**config.mk**
```make
export PLATFORM = sky130hd
export DESIGN_NAME = radial_glow_splatter
export DESIGN_NICKNAME = d
export VERILOG_FILES = /design/src/sv/rgs_pkg.sv /design/src/sv/rgs_mul.sv /design/src/sv/rgs_div.sv /design/src/sv/radial_glow_splatter.sv
export SDC_FILE = /design/constraint.sdc
export NUM_CORES = 2
export LEC_CHECK = 0
export BUFFER_PORTS_ARGS = -buffer_cell sky130_fd_sc_hd__buf_2
export CORE_UTILIZATION = 50
export DETAILED_ROUTE_END_ITERATION = 10
export GPL_TIMING_DRIVEN = 0
export PLACE_DENSITY = 0.78
export SETUP_SLACK_MARGIN = 0.02
export SLEW_MARGIN = 10
export SYNTH_ARGS = -nofsm -noshare
export SYNTH_HDL_FRONTEND = slang
export SYNTH_SLANG_ARGS = --single-unit
```
**constraint.sdc**
```tcl
create_clock -name clk -period 11.8 [get_ports clk]
set_input_delay 0.59 -clock clk [delete_from_list [all_inputs] [get_ports clk]]
set_output_delay 0.59 -clock clk [all_outputs]
set_load 0.005 [all_outputs]
```
**src/sv/rgs_pkg.sv**
```systemverilog
package rgs_pkg;

	localparam int MAX_RADIUS_DEF = 3;

	localparam int COORD_W   = 13;
	localparam int LEVEL_W   = 8;
	localparam int GAIN_W    = 16;
	localparam int RAD_W     = 6;
	localparam int PIX_W     = 12;
	localparam int ADD_W     = 24;
	localparam int FALL_W    = 16;
	localparam int RAD2_W    = 12;
	localparam int RSQ_W     = 24;
	localparam int MUL_A_W   = 24;
	localparam int MUL_B_W   = 16;
	localparam int MUL_P_W   = MUL_A_W + MUL_B_W;
	localparam int FRAME_W   = 13;
	localparam int CFG_IDX_W = 1;

	localparam logic [CFG_IDX_W-1:0] CFG_FRAME_WIDTH  = 1'd0;
	localparam logic [CFG_IDX_W-1:0] CFG_FRAME_HEIGHT = 1'd1;

	localparam logic [FRAME_W-1:0] FRAME_LIMIT = 13'd4096;
	localparam logic [FRAME_W-1:0] FRAME_W_RST = 13'd640;
	localparam logic [FRAME_W-1:0] FRAME_H_RST = 13'd480;

	typedef enum logic [3:0] {
		S_IDLE,
		S_RAD2,
		S_RSQ,
		S_LG0,
		S_LG1,
		S_LG2,
		S_LGE,
		S_SCAN,
		S_NUMSQ,
		S_DIVLD,
		S_DIV,
		S_MUL0,
		S_MUL1,
		S_MUL2,
		S_MULE
	} state_t;

endpackage

```
**src/sv/rgs_mul.sv**
```systemverilog
// Shared multiplier, one registered product per cycle.
module rgs_mul (
	input  logic                          clk,
	input  logic [rgs_pkg::MUL_A_W-1:0]   a,
	input  logic [rgs_pkg::MUL_B_W-1:0]   b,
	output logic [rgs_pkg::MUL_P_W-1:0]   p
);

	logic [rgs_pkg::MUL_P_W-1:0] p_q;

	always_ff @(posedge clk) begin
		p_q <= rgs_pkg::MUL_P_W'(a) * rgs_pkg::MUL_P_W'(b);
	end

	assign p = p_q;

endmodule

```
**src/sv/rgs_div.sv**
```systemverilog
// Restoring divider, one quotient bit per cycle.
// Needs dividend < divisor; returns floor(dividend * 2^FALL_W / divisor).
module rgs_div (
	input  logic                         clk,
	input  logic                         arst_n,
	input  logic                         start,
	input  logic [rgs_pkg::RSQ_W-1:0]    dividend,
	input  logic [rgs_pkg::RSQ_W-1:0]    divisor,
	output logic                         done,
	output logic [rgs_pkg::FALL_W-1:0]   quot
);

	localparam int CNT_W = $clog2(rgs_pkg::FALL_W);

	logic [rgs_pkg::RSQ_W-1:0]  rem_q;
	logic [rgs_pkg::RSQ_W-1:0]  dsr_q;
	logic [rgs_pkg::FALL_W-1:0] quot_q;
	logic [CNT_W-1:0]           cnt_q;
	logic                       run_q;
	logic                       done_q;
	logic [rgs_pkg::RSQ_W:0]    trial;
	logic                       fits;

	assign trial = {rem_q, 1'b0};
	assign fits  = trial >= {1'b0, dsr_q};

	always_ff @(posedge clk or negedge arst_n) begin
		if (!arst_n) begin
			run_q  <= 1'b0;
			done_q <= 1'b0;
			cnt_q  <= '0;
		end else begin
			done_q <= 1'b0;
			if (start) begin
				run_q <= 1'b1;
				cnt_q <= '0;
			end else if (run_q) begin
				cnt_q <= cnt_q + CNT_W'(1);
				if (cnt_q == CNT_W'(rgs_pkg::FALL_W - 1)) begin
					run_q  <= 1'b0;
					done_q <= 1'b1;
				end
			end
		end
	end

	always_ff @(posedge clk) begin
		if (start) begin
			rem_q <= dividend;
			dsr_q <= divisor;
		end else if (run_q) begin
			if (fits) begin
				rem_q <= rgs_pkg::RSQ_W'(trial - {1'b0, dsr_q});
			end else begin
				rem_q <= rgs_pkg::RSQ_W'(trial);
			end
			quot_q <= {quot_q[rgs_pkg::FALL_W-2:0], fits};
		end
	end

	assign done = done_q;
	assign quot = quot_q;

endmodule

```
**src/sv/radial_glow_splatter.sv**
```systemverilog
// Channel   Handshake            Payload
// start     start / busy         center_x, center_y, *_level, glow_gain, glow_radius
// result    strobe (no stall)    pixel_x, pixel_y, add_red/green/blue, last_of_run
// config    cfg_valid/cfg_ready  cfg_index, cfg_data
//
// A word is taken when start is high and busy is low; busy drops in the cycle
// that carries the last result of that particle. Setup runs through S_RAD2 to
// S_LGE; the scan then takes one window position per cycle ((2*ceil(r)+1)^2
// positions), but leaves it for each pixel inside the disc, which goes through
// the bit-serial falloff divider; the center pixel skips it. Radius 3.0 has 49
// window positions and 28 divider pixels besides the center. Results leave on a
// one-cycle strobe and cannot be held off. Reset clears the control state and
// loads the frame size 640 x 480. A zero radius word is taken and yields nothing.
module radial_glow_splatter #(
	parameter int MAX_RADIUS = rgs_pkg::MAX_RADIUS_DEF
) (
	input  logic                              clk,
	input  logic                              arst_n,

	input  logic                              start,
	output logic                              busy,
	input  logic signed [rgs_pkg::COORD_W-1:0] center_x,
	input  logic signed [rgs_pkg::COORD_W-1:0] center_y,
	input  logic [rgs_pkg::LEVEL_W-1:0]       red_level,
	input  logic [rgs_pkg::LEVEL_W-1:0]       green_level,
	input  logic [rgs_pkg::LEVEL_W-1:0]       blue_level,
	input  logic [rgs_pkg::GAIN_W-1:0]        glow_gain,
	input  logic [rgs_pkg::RAD_W-1:0]         glow_radius,

	output logic                              strobe,
	output logic [rgs_pkg::PIX_W-1:0]         pixel_x,
	output logic [rgs_pkg::PIX_W-1:0]         pixel_y,
	output logic [rgs_pkg::ADD_W-1:0]         add_red,
	output logic [rgs_pkg::ADD_W-1:0]         add_green,
	output logic [rgs_pkg::ADD_W-1:0]         add_blue,
	output logic                              last_of_run,

	input  logic                              cfg_valid,
	output logic                              cfg_ready,
	input  logic [rgs_pkg::CFG_IDX_W-1:0]     cfg_index,
	input  logic [rgs_pkg::FRAME_W-1:0]       cfg_data
);

	// half-window width and signed offset width
	localparam int HW        = $clog2(MAX_RADIUS + 1);
	localparam int OW        = HW + 1;
	localparam int D2W       = 2 * HW + 1;
	localparam int CMPW      = D2W + 12;
	localparam int RAD_LIMIT = MAX_RADIUS * 16;

	rgs_pkg::state_t state_q, state_d;

	// config
	logic [rgs_pkg::FRAME_W-1:0] frame_w_q, frame_h_q;
	logic [rgs_pkg::FRAME_W-1:0] w_eff, h_eff;

	// per-particle operands
	logic signed [rgs_pkg::COORD_W-1:0] cx_q, cy_q;
	logic [rgs_pkg::LEVEL_W-1:0]  lv0_q, lv1_q, lv2_q;
	logic [rgs_pkg::GAIN_W-1:0]   gain_q;
	logic [rgs_pkg::RAD_W-1:0]    rad_q;
	logic [HW-1:0]                half_q;
	logic [rgs_pkg::RAD2_W-1:0]   rad2_q;
	logic [rgs_pkg::RSQ_W-1:0]    rsq_q;
	logic [rgs_pkg::MUL_A_W-1:0]  lg0_q, lg1_q, lg2_q;

	// scan
	logic signed [OW-1:0]         dx_q, dy_q;
	logic [rgs_pkg::PIX_W-1:0]    cand_x_q, cand_y_q;
	logic [rgs_pkg::RAD2_W-1:0]   num_q;
	logic [rgs_pkg::FALL_W-1:0]   fall_q;
	logic                         scan_end_q;
	logic                         pend_q;

	// result hold
	logic [rgs_pkg::PIX_W-1:0]    hold_x_q, hold_y_q;
	logic [rgs_pkg::ADD_W-1:0]    hold_r_q, hold_g_q, hold_b_q;
	logic                         strobe_q, last_q;

	// control from the sequencer
	logic                         accept;
	logic                         emit, emit_last, div_start;
	logic [rgs_pkg::MUL_A_W-1:0]  mul_a;
	logic [rgs_pkg::MUL_B_W-1:0]  mul_b;
	logic [rgs_pkg::MUL_P_W-1:0]  mul_p;
	logic                         div_done;
	logic [rgs_pkg::FALL_W-1:0]   div_quot;

	// input-side radius clamp and half-size ceil(r)
	logic [rgs_pkg::RAD_W-1:0]    rad_c;
	logic [HW-1:0]                half_c;

	// candidate evaluation
	logic [HW-1:0]                adx, ady;
	logic [D2W-1:0]               d2;
	logic signed [rgs_pkg::COORD_W:0] px, py;
	logic                         in_disc, in_frame, kept, last_cand;

	assign busy      = state_q != rgs_pkg::S_IDLE;
	assign accept    = start && !busy;
	assign cfg_ready = 1'b1;

	assign rad_c  = ({1'b0, glow_radius} > 7'(RAD_LIMIT)) ? rgs_pkg::RAD_W'(RAD_LIMIT)
		: glow_radius;
	assign half_c = HW'((7'(rad_c) + 7'd15) >> 4);

	assign w_eff = (frame_w_q > rgs_pkg::FRAME_LIMIT) ? rgs_pkg::FRAME_LIMIT : frame_w_q;
	assign h_eff = (frame_h_q > rgs_pkg::FRAME_LIMIT) ? rgs_pkg::FRAME_LIMIT : frame_h_q;

	assign adx = dx_q[OW-1] ? HW'(unsigned'(-dx_q)) : HW'(unsigned'(dx_q));
	assign ady = dy_q[OW-1] ? HW'(unsigned'(-dy_q)) : HW'(unsigned'(dy_q));
	assign d2  = D2W'(adx * adx) + D2W'(ady * ady);

	// disc test: 256*d2 <= r^2 (Q4.8)
	assign in_disc = (CMPW'(d2) << 8) <= CMPW'(rad2_q);

	assign px = (rgs_pkg::COORD_W+1)'(cx_q) + (rgs_pkg::COORD_W+1)'(dx_q);
	assign py = (rgs_pkg::COORD_W+1)'(cy_q) + (rgs_pkg::COORD_W+1)'(dy_q);
	assign in_frame = !px[rgs_pkg::COORD_W] && !py[rgs_pkg::COORD_W]
		&& (px[rgs_pkg::COORD_W-1:0] < w_eff) && (py[rgs_pkg::COORD_W-1:0] < h_eff);

	assign kept      = in_disc && in_frame;
	assign last_cand = (dx_q == $signed({1'b0, half_q})) && (dy_q == $signed({1'b0, half_q}));

	rgs_mul u_mul (
		.clk (clk),
		.a   (mul_a),
		.b   (mul_b),
		.p   (mul_p)
	);

	rgs_div u_div (
		.clk      (clk),
		.arst_n   (arst_n),
		.start    (div_start),
		.dividend (mul_p[rgs_pkg::RSQ_W-1:0]),
		.divisor  (rsq_q),
		.done     (div_done),
		.quot     (div_quot)
	);

	// Sequencer. The multiplier product shows in the state after its operands.
	// A found pixel is held back until the next one is found (or the scan
	// ends), so the final one can carry last_of_run.
	always_comb begin
		state_d   = state_q;
		mul_a     = '0;
		mul_b     = '0;
		div_start = 1'b0;
		emit      = 1'b0;
		emit_last = 1'b0;
		case (state_q)
			rgs_pkg::S_IDLE: begin
				if (accept && rad_c != '0) begin
					state_d = rgs_pkg::S_RAD2;
				end
			end
			rgs_pkg::S_RAD2: begin
				mul_a   = rgs_pkg::MUL_A_W'(rad_q);
				mul_b   = rgs_pkg::MUL_B_W'(rad_q);
				state_d = rgs_pkg::S_RSQ;
			end
			rgs_pkg::S_RSQ: begin
				mul_a   = rgs_pkg::MUL_A_W'(mul_p[rgs_pkg::RAD2_W-1:0]);
				mul_b   = rgs_pkg::MUL_B_W'(mul_p[rgs_pkg::RAD2_W-1:0]);
				state_d = rgs_pkg::S_LG0;
			end
			rgs_pkg::S_LG0: begin
				mul_a   = rgs_pkg::MUL_A_W'(lv0_q);
				mul_b   = gain_q;
				state_d = rgs_pkg::S_LG1;
			end
			rgs_pkg::S_LG1: begin
				mul_a   = rgs_pkg::MUL_A_W'(lv1_q);
				mul_b   = gain_q;
				state_d = rgs_pkg::S_LG2;
			end
			rgs_pkg::S_LG2: begin
				mul_a   = rgs_pkg::MUL_A_W'(lv2_q);
				mul_b   = gain_q;
				state_d = rgs_pkg::S_LGE;
			end
			rgs_pkg::S_LGE: begin
				state_d = rgs_pkg::S_SCAN;
			end
			rgs_pkg::S_SCAN: begin
				if (kept) begin
					emit    = pend_q;
					state_d = rgs_pkg::S_NUMSQ;
				end else if (last_cand) begin
					emit      = pend_q;
					emit_last = 1'b1;
					state_d   = rgs_pkg::S_IDLE;
				end
			end
			rgs_pkg::S_NUMSQ: begin
				mul_a   = rgs_pkg::MUL_A_W'(num_q);
				mul_b   = rgs_pkg::MUL_B_W'(num_q);
				state_d = rgs_pkg::S_DIVLD;
			end
			rgs_pkg::S_DIVLD: begin
				// center offset: num^2 == r^4, falloff saturates
				if (mul_p[rgs_pkg::RSQ_W-1:0] >= rsq_q) begin
					state_d = rgs_pkg::S_MUL0;
				end else begin
					div_start = 1'b1;
					state_d   = rgs_pkg::S_DIV;
				end
			end
			rgs_pkg::S_DIV: begin
				if (div_done) begin
					state_d = rgs_pkg::S_MUL0;
				end
			end
			rgs_pkg::S_MUL0: begin
				mul_a   = lg0_q;
				mul_b   = fall_q;
				state_d = rgs_pkg::S_MUL1;
			end
			rgs_pkg::S_MUL1: begin
				mul_a   = lg1_q;
				mul_b   = fall_q;
				state_d = rgs_pkg::S_MUL2;
			end
			rgs_pkg::S_MUL2: begin
				mul_a   = lg2_q;
				mul_b   = fall_q;
				state_d = rgs_pkg::S_MULE;
			end
			rgs_pkg::S_MULE: begin
				if (scan_end_q) begin
					emit      = 1'b1;
					emit_last = 1'b1;
					state_d   = rgs_pkg::S_IDLE;
				end else begin
					state_d = rgs_pkg::S_SCAN;
				end
			end
			default: begin
				state_d = rgs_pkg::S_IDLE;
			end
		endcase
	end

	always_ff @(posedge clk or negedge arst_n) begin
		if (!arst_n) begin
			state_q   <= rgs_pkg::S_IDLE;
			frame_w_q <= rgs_pkg::FRAME_W_RST;
			frame_h_q <= rgs_pkg::FRAME_H_RST;
			pend_q    <= 1'b0;
			strobe_q  <= 1'b0;
			last_q    <= 1'b0;
		end else begin
			state_q  <= state_d;
			strobe_q <= emit;
			last_q   <= emit_last;
			if (cfg_valid && cfg_ready) begin
				case (cfg_index)
					rgs_pkg::CFG_FRAME_WIDTH:  frame_w_q <= cfg_data;
					rgs_pkg::CFG_FRAME_HEIGHT: frame_h_q <= cfg_data;
					default: ;
				endcase
			end
			if (accept) begin
				pend_q <= 1'b0;
			end else if (state_q == rgs_pkg::S_SCAN && kept) begin
				pend_q <= 1'b0;
			end else if (state_q == rgs_pkg::S_MULE) begin
				pend_q <= !scan_end_q;
			end
		end
	end

	// datapath
	always_ff @(posedge clk) begin
		case (state_q)
			rgs_pkg::S_IDLE: begin
				if (accept) begin
					cx_q       <= center_x;
					cy_q       <= center_y;
					lv0_q      <= red_level;
					lv1_q      <= green_level;
					lv2_q      <= blue_level;
					gain_q     <= glow_gain;
					rad_q      <= rad_c;
					half_q     <= half_c;
					dx_q       <= -$signed({1'b0, half_c});
					dy_q       <= -$signed({1'b0, half_c});
					scan_end_q <= 1'b0;
				end
			end
			rgs_pkg::S_RSQ: rad2_q <= mul_p[rgs_pkg::RAD2_W-1:0];
			rgs_pkg::S_LG0: rsq_q  <= mul_p[rgs_pkg::RSQ_W-1:0];
			rgs_pkg::S_LG1: lg0_q  <= mul_p[rgs_pkg::MUL_A_W-1:0];
			rgs_pkg::S_LG2: lg1_q  <= mul_p[rgs_pkg::MUL_A_W-1:0];
			rgs_pkg::S_LGE: lg2_q  <= mul_p[rgs_pkg::MUL_A_W-1:0];
			rgs_pkg::S_SCAN: begin
				// rows outer, columns inner
				if (dx_q == $signed({1'b0, half_q})) begin
					dx_q <= -$signed({1'b0, half_q});
					dy_q <= dy_q + OW'(1);
				end else begin
					dx_q <= dx_q + OW'(1);
				end
				if (kept) begin
					cand_x_q   <= px[rgs_pkg::PIX_W-1:0];
					cand_y_q   <= py[rgs_pkg::PIX_W-1:0];
					num_q      <= rad2_q - rgs_pkg::RAD2_W'({d2, 8'h00});
					scan_end_q <= last_cand;
				end
			end
			rgs_pkg::S_DIVLD: begin
				if (mul_p[rgs_pkg::RSQ_W-1:0] >= rsq_q) begin
					fall_q <= '1;
				end
			end
			rgs_pkg::S_DIV: begin
				if (div_done) begin
					fall_q <= div_quot;
				end
			end
			rgs_pkg::S_MUL1: hold_r_q <= mul_p[rgs_pkg::MUL_P_W-1:rgs_pkg::MUL_P_W-rgs_pkg::ADD_W];
			rgs_pkg::S_MUL2: hold_g_q <= mul_p[rgs_pkg::MUL_P_W-1:rgs_pkg::MUL_P_W-rgs_pkg::ADD_W];
			rgs_pkg::S_MULE: begin
				hold_b_q <= mul_p[rgs_pkg::MUL_P_W-1:rgs_pkg::MUL_P_W-rgs_pkg::ADD_W];
				hold_x_q <= cand_x_q;
				hold_y_q <= cand_y_q;
			end
			default: ;
		endcase
	end

	assign strobe      = strobe_q;
	assign last_of_run = last_q;
	assign pixel_x     = hold_x_q;
	assign pixel_y     = hold_y_q;
	assign add_red     = hold_r_q;
	assign add_green   = hold_g_q;
	assign add_blue    = hold_b_q;

endmodule
```
==> qor.yml <==
area_growth_pct: 12.21
tightest_slew_ns: 1.257
drt_first_pass_iters: 5
rows: 93
synth_top_area_share_pct: 36.77
grt_start_max_net_pins: 62
clockBufferDepth: 3
postCtsSetupBuffers: 0
layout.nets: 3793
skew_ns: 0.05382
period_share_pct: 82.32
clock_sinks: 480
dp.final_hpwl_um: 64000
leakagePower_nw: 16.06
grt_pass1_vias: 23250
power.density_mw_per_mm2: 237.5
cts_tree: "built"
synth-seq-area-share_pct: 42.22
grt_setup_unrepaired: "no"
period_needed_ns: 9.714
maxCapViolCount: 0
crit_required_ns: 12.31
outcome: "finished, final reports clean"
chipWidth_um: 257.9
crit_type: "reg2reg"
syn-num-nets: 3535
drt_iter0_markers: 1867
initial_utilization_pct: 50.71
grt_first_pass_wirelength_um: 129300
syn_area_mm2: 0.03275
cp-end-kind: "register"
wire_per_inst_um: 20.40
drive_gt1_share_pct: 12.51
cts_buffers: 49
synthFlopType: "edfxtp_1"
yosysWarningCount: 0
htree_levels: 2
cts_hold_buf: 0
drtAntennaViolNets: 0
numPortBuffers: 188
setup-tns-final_ns: 0
critPathArrivalTime_ns: 10.22
grt_antenna_before_repair: 1
synth.top_cells.by_area: "edfxtp_1, fa_1, ha_1"
yosysUniqueCellTypes: 86
relSlewSlack_pct: 16.21
ys_async_sr_fraction_pct: 8.125
setup_viol_count_final: 0
dieHeight_um: 257.9
dieArea_mm2: 0.06653
clkTransAtPathRegs_ns: 0.07
clk-insertion-delay-late_ns: 0.63
drc_errors: 0
cp_common_cell: "fa_1"
place_congestion: 1.030
hold_viol_final: 0
hold_class: "in2async"
synth-edff-count: 401
max_freq_ghz: 0.1029
antenna_cells: 0
critPathMaxStageDelay_ns: 0.70
finalPower_mw: 8.728
path_max_fanout: 21
via_per_inst: 5.623
drv_slew: 0
root_buffer: "clkbuf_16"
syn_inst: 2907
ir_drop_mv: 0.1800
grt_overflow_total: 0
worst_setup_path_start_kind: "register"
yosys.area.top_type: "edfxtp_1"
core_area_mm2: 0.06458
pin_count: 190
cts_resized: 0
synth-seq-cells: 480
synth.avg_cell_area_um2: 11.27
vias: 22840
grt_usage_pct: 25.22
totalWireLength_um: 82830
cp_slowest_cell: "clkbuf_1"
## routing by layer
layer / up-vias / global-route usage [%] / part of all wire (%)
li1: 10350 / - / -
met1: 11190 / 32.82 / 40
met2: 1083 / 41.23 / 47
met3: 219 / 5.340 / 8.8
met4: 0 / 10.19 / 4.5
met5: - / 0 / 0
## path summary, 6_finish.rpt
kind	startpoint	to	slack (ns)	cells past startpoint
max	state_q[0]$_DFFE_PN0P_	u_mul.p[38]$_DFF_P_	2.09	29
min	arst_n	frame_w_q[1]$_DFFE_PN0P_	0.07	1
max reg2reg	state_q[0]$_DFFE_PN0P_	u_mul.p[38]$_DFF_P_	2.09	29
min reg2reg	cand_y_q[0]$_DFFE_PP_	pixel_y[0]$_DFFE_PN_	0.42	0
max in group asynchronous	arst_n	u_div.done$_DFF_PN0_	11.17	1
min in group clk	center_x[5]	cx_q[5]$_DFFE_PP_	0.13	1
## critical path, delay by kind of cell (launching register included)
kind                     cells  cell delay (ns)
buffers and inverters        8             1.78
flip-flops                   1             0.32
AND/OR/NAND/NOR              5             0.98
AO/OA/AOI/OAI                9             2.88
adder cells (fa/ha/maj)      7             3.63
## state kept, by name (all words and copies together), names as in the netlist, 16 cells and up
register,cells
lg0_q,24
fall_q,16
add_blue,24
add_green,24
gain_q,16
u_mul.p,40
rsq_q,24
u_div.quot,16
add_red,24
u_div.dsr_q,24
lg1_q,24
u_div.rem_q,24
lg2_q,24
## stage by stage
step                cells  setup WS [ns]  util [%]  area, um2  hold WS, ns
floorplan            2907          3.048         -      32750       0.2944
global placement     3950         0.8139     53.82      34760       0.4016
detailed placement   3967          2.334     54.29      35060       0.4045
CTS                  4059          2.205     56.86      36720      0.08865
global route         4061          1.648     56.90      36750       0.1188
finish               4061          2.086     56.90      36750      0.07306
## synth_stat cells (all sizes together), types with 40 or more instances
master	n
inv	446
ha	226
clkbuf	53
a21oi	109
a21o	45
dfxtp	40
fa	312
edfxtp	401
nor2	255
buf	44
nand2	331
xnor2	54
o21ai	69
## cell families (layout without fill, tap and decap cells)
kind of cell / count (synthesis) / count (layout) / share of synthesized area [%]
adders and majority gates: 538 / 538 / 27.71
xor gates and xnor gates: 80 / 80 / 2.140
DFF: 480 / 480 / 42.22
muxes: 68 / 68 / 2.212
AOI/OAI and AO/OA: 426 / 426 / 9.040
other: 1 / 1 / 0.01145
and+or+nand+nor: 771 / 771 / 10.22
buffers and inverters: 543 / 842 / 6.449
## final cells by class
cell class              count  area, um2
clock inverters            27      292.8
repair buffers            207       1184
fillers                  5293      27830
inverters                 446       1679
well taps                 855       1070
multi-input cells        1884      16890
clock buffers              65       1369
plain buffers              97      435.4
flip-flops and latches    480      13830
## report_power, final
part | internal (mW) | switching, mW
clock network | 0.880 | 0.682
logic | 1.64 | 3.01
registers | 2.30 | 0.218
total | 4.82 | 3.91
## placed cells by master (no fill, tap or decap), types with 15 or more instances in the layout
cell	instances
inv_1	444
edfxtp_1	401
nand2_1	331
fa_1	312
nor2_1	249
buf_2	227
ha_1	226
a21oi_1	108
clkbuf_1	63
o21ai_0	59
xnor2_1	54
clkbuf_16	51
a21o_1	43
dfxtp_1	40
mux2_2	34
mux2i_1	33
dfrtp_1	33
o21a_1	26
xor2_1	26
nand3_1	25
a22oi_1	24
or3_1	24
and3_1	18
a31oi_1	16
nor3_1	15
nor2b_1	15
nand4_1	15
nor4_1	15
Note: power is estimated with default switching activity, not from simulation.
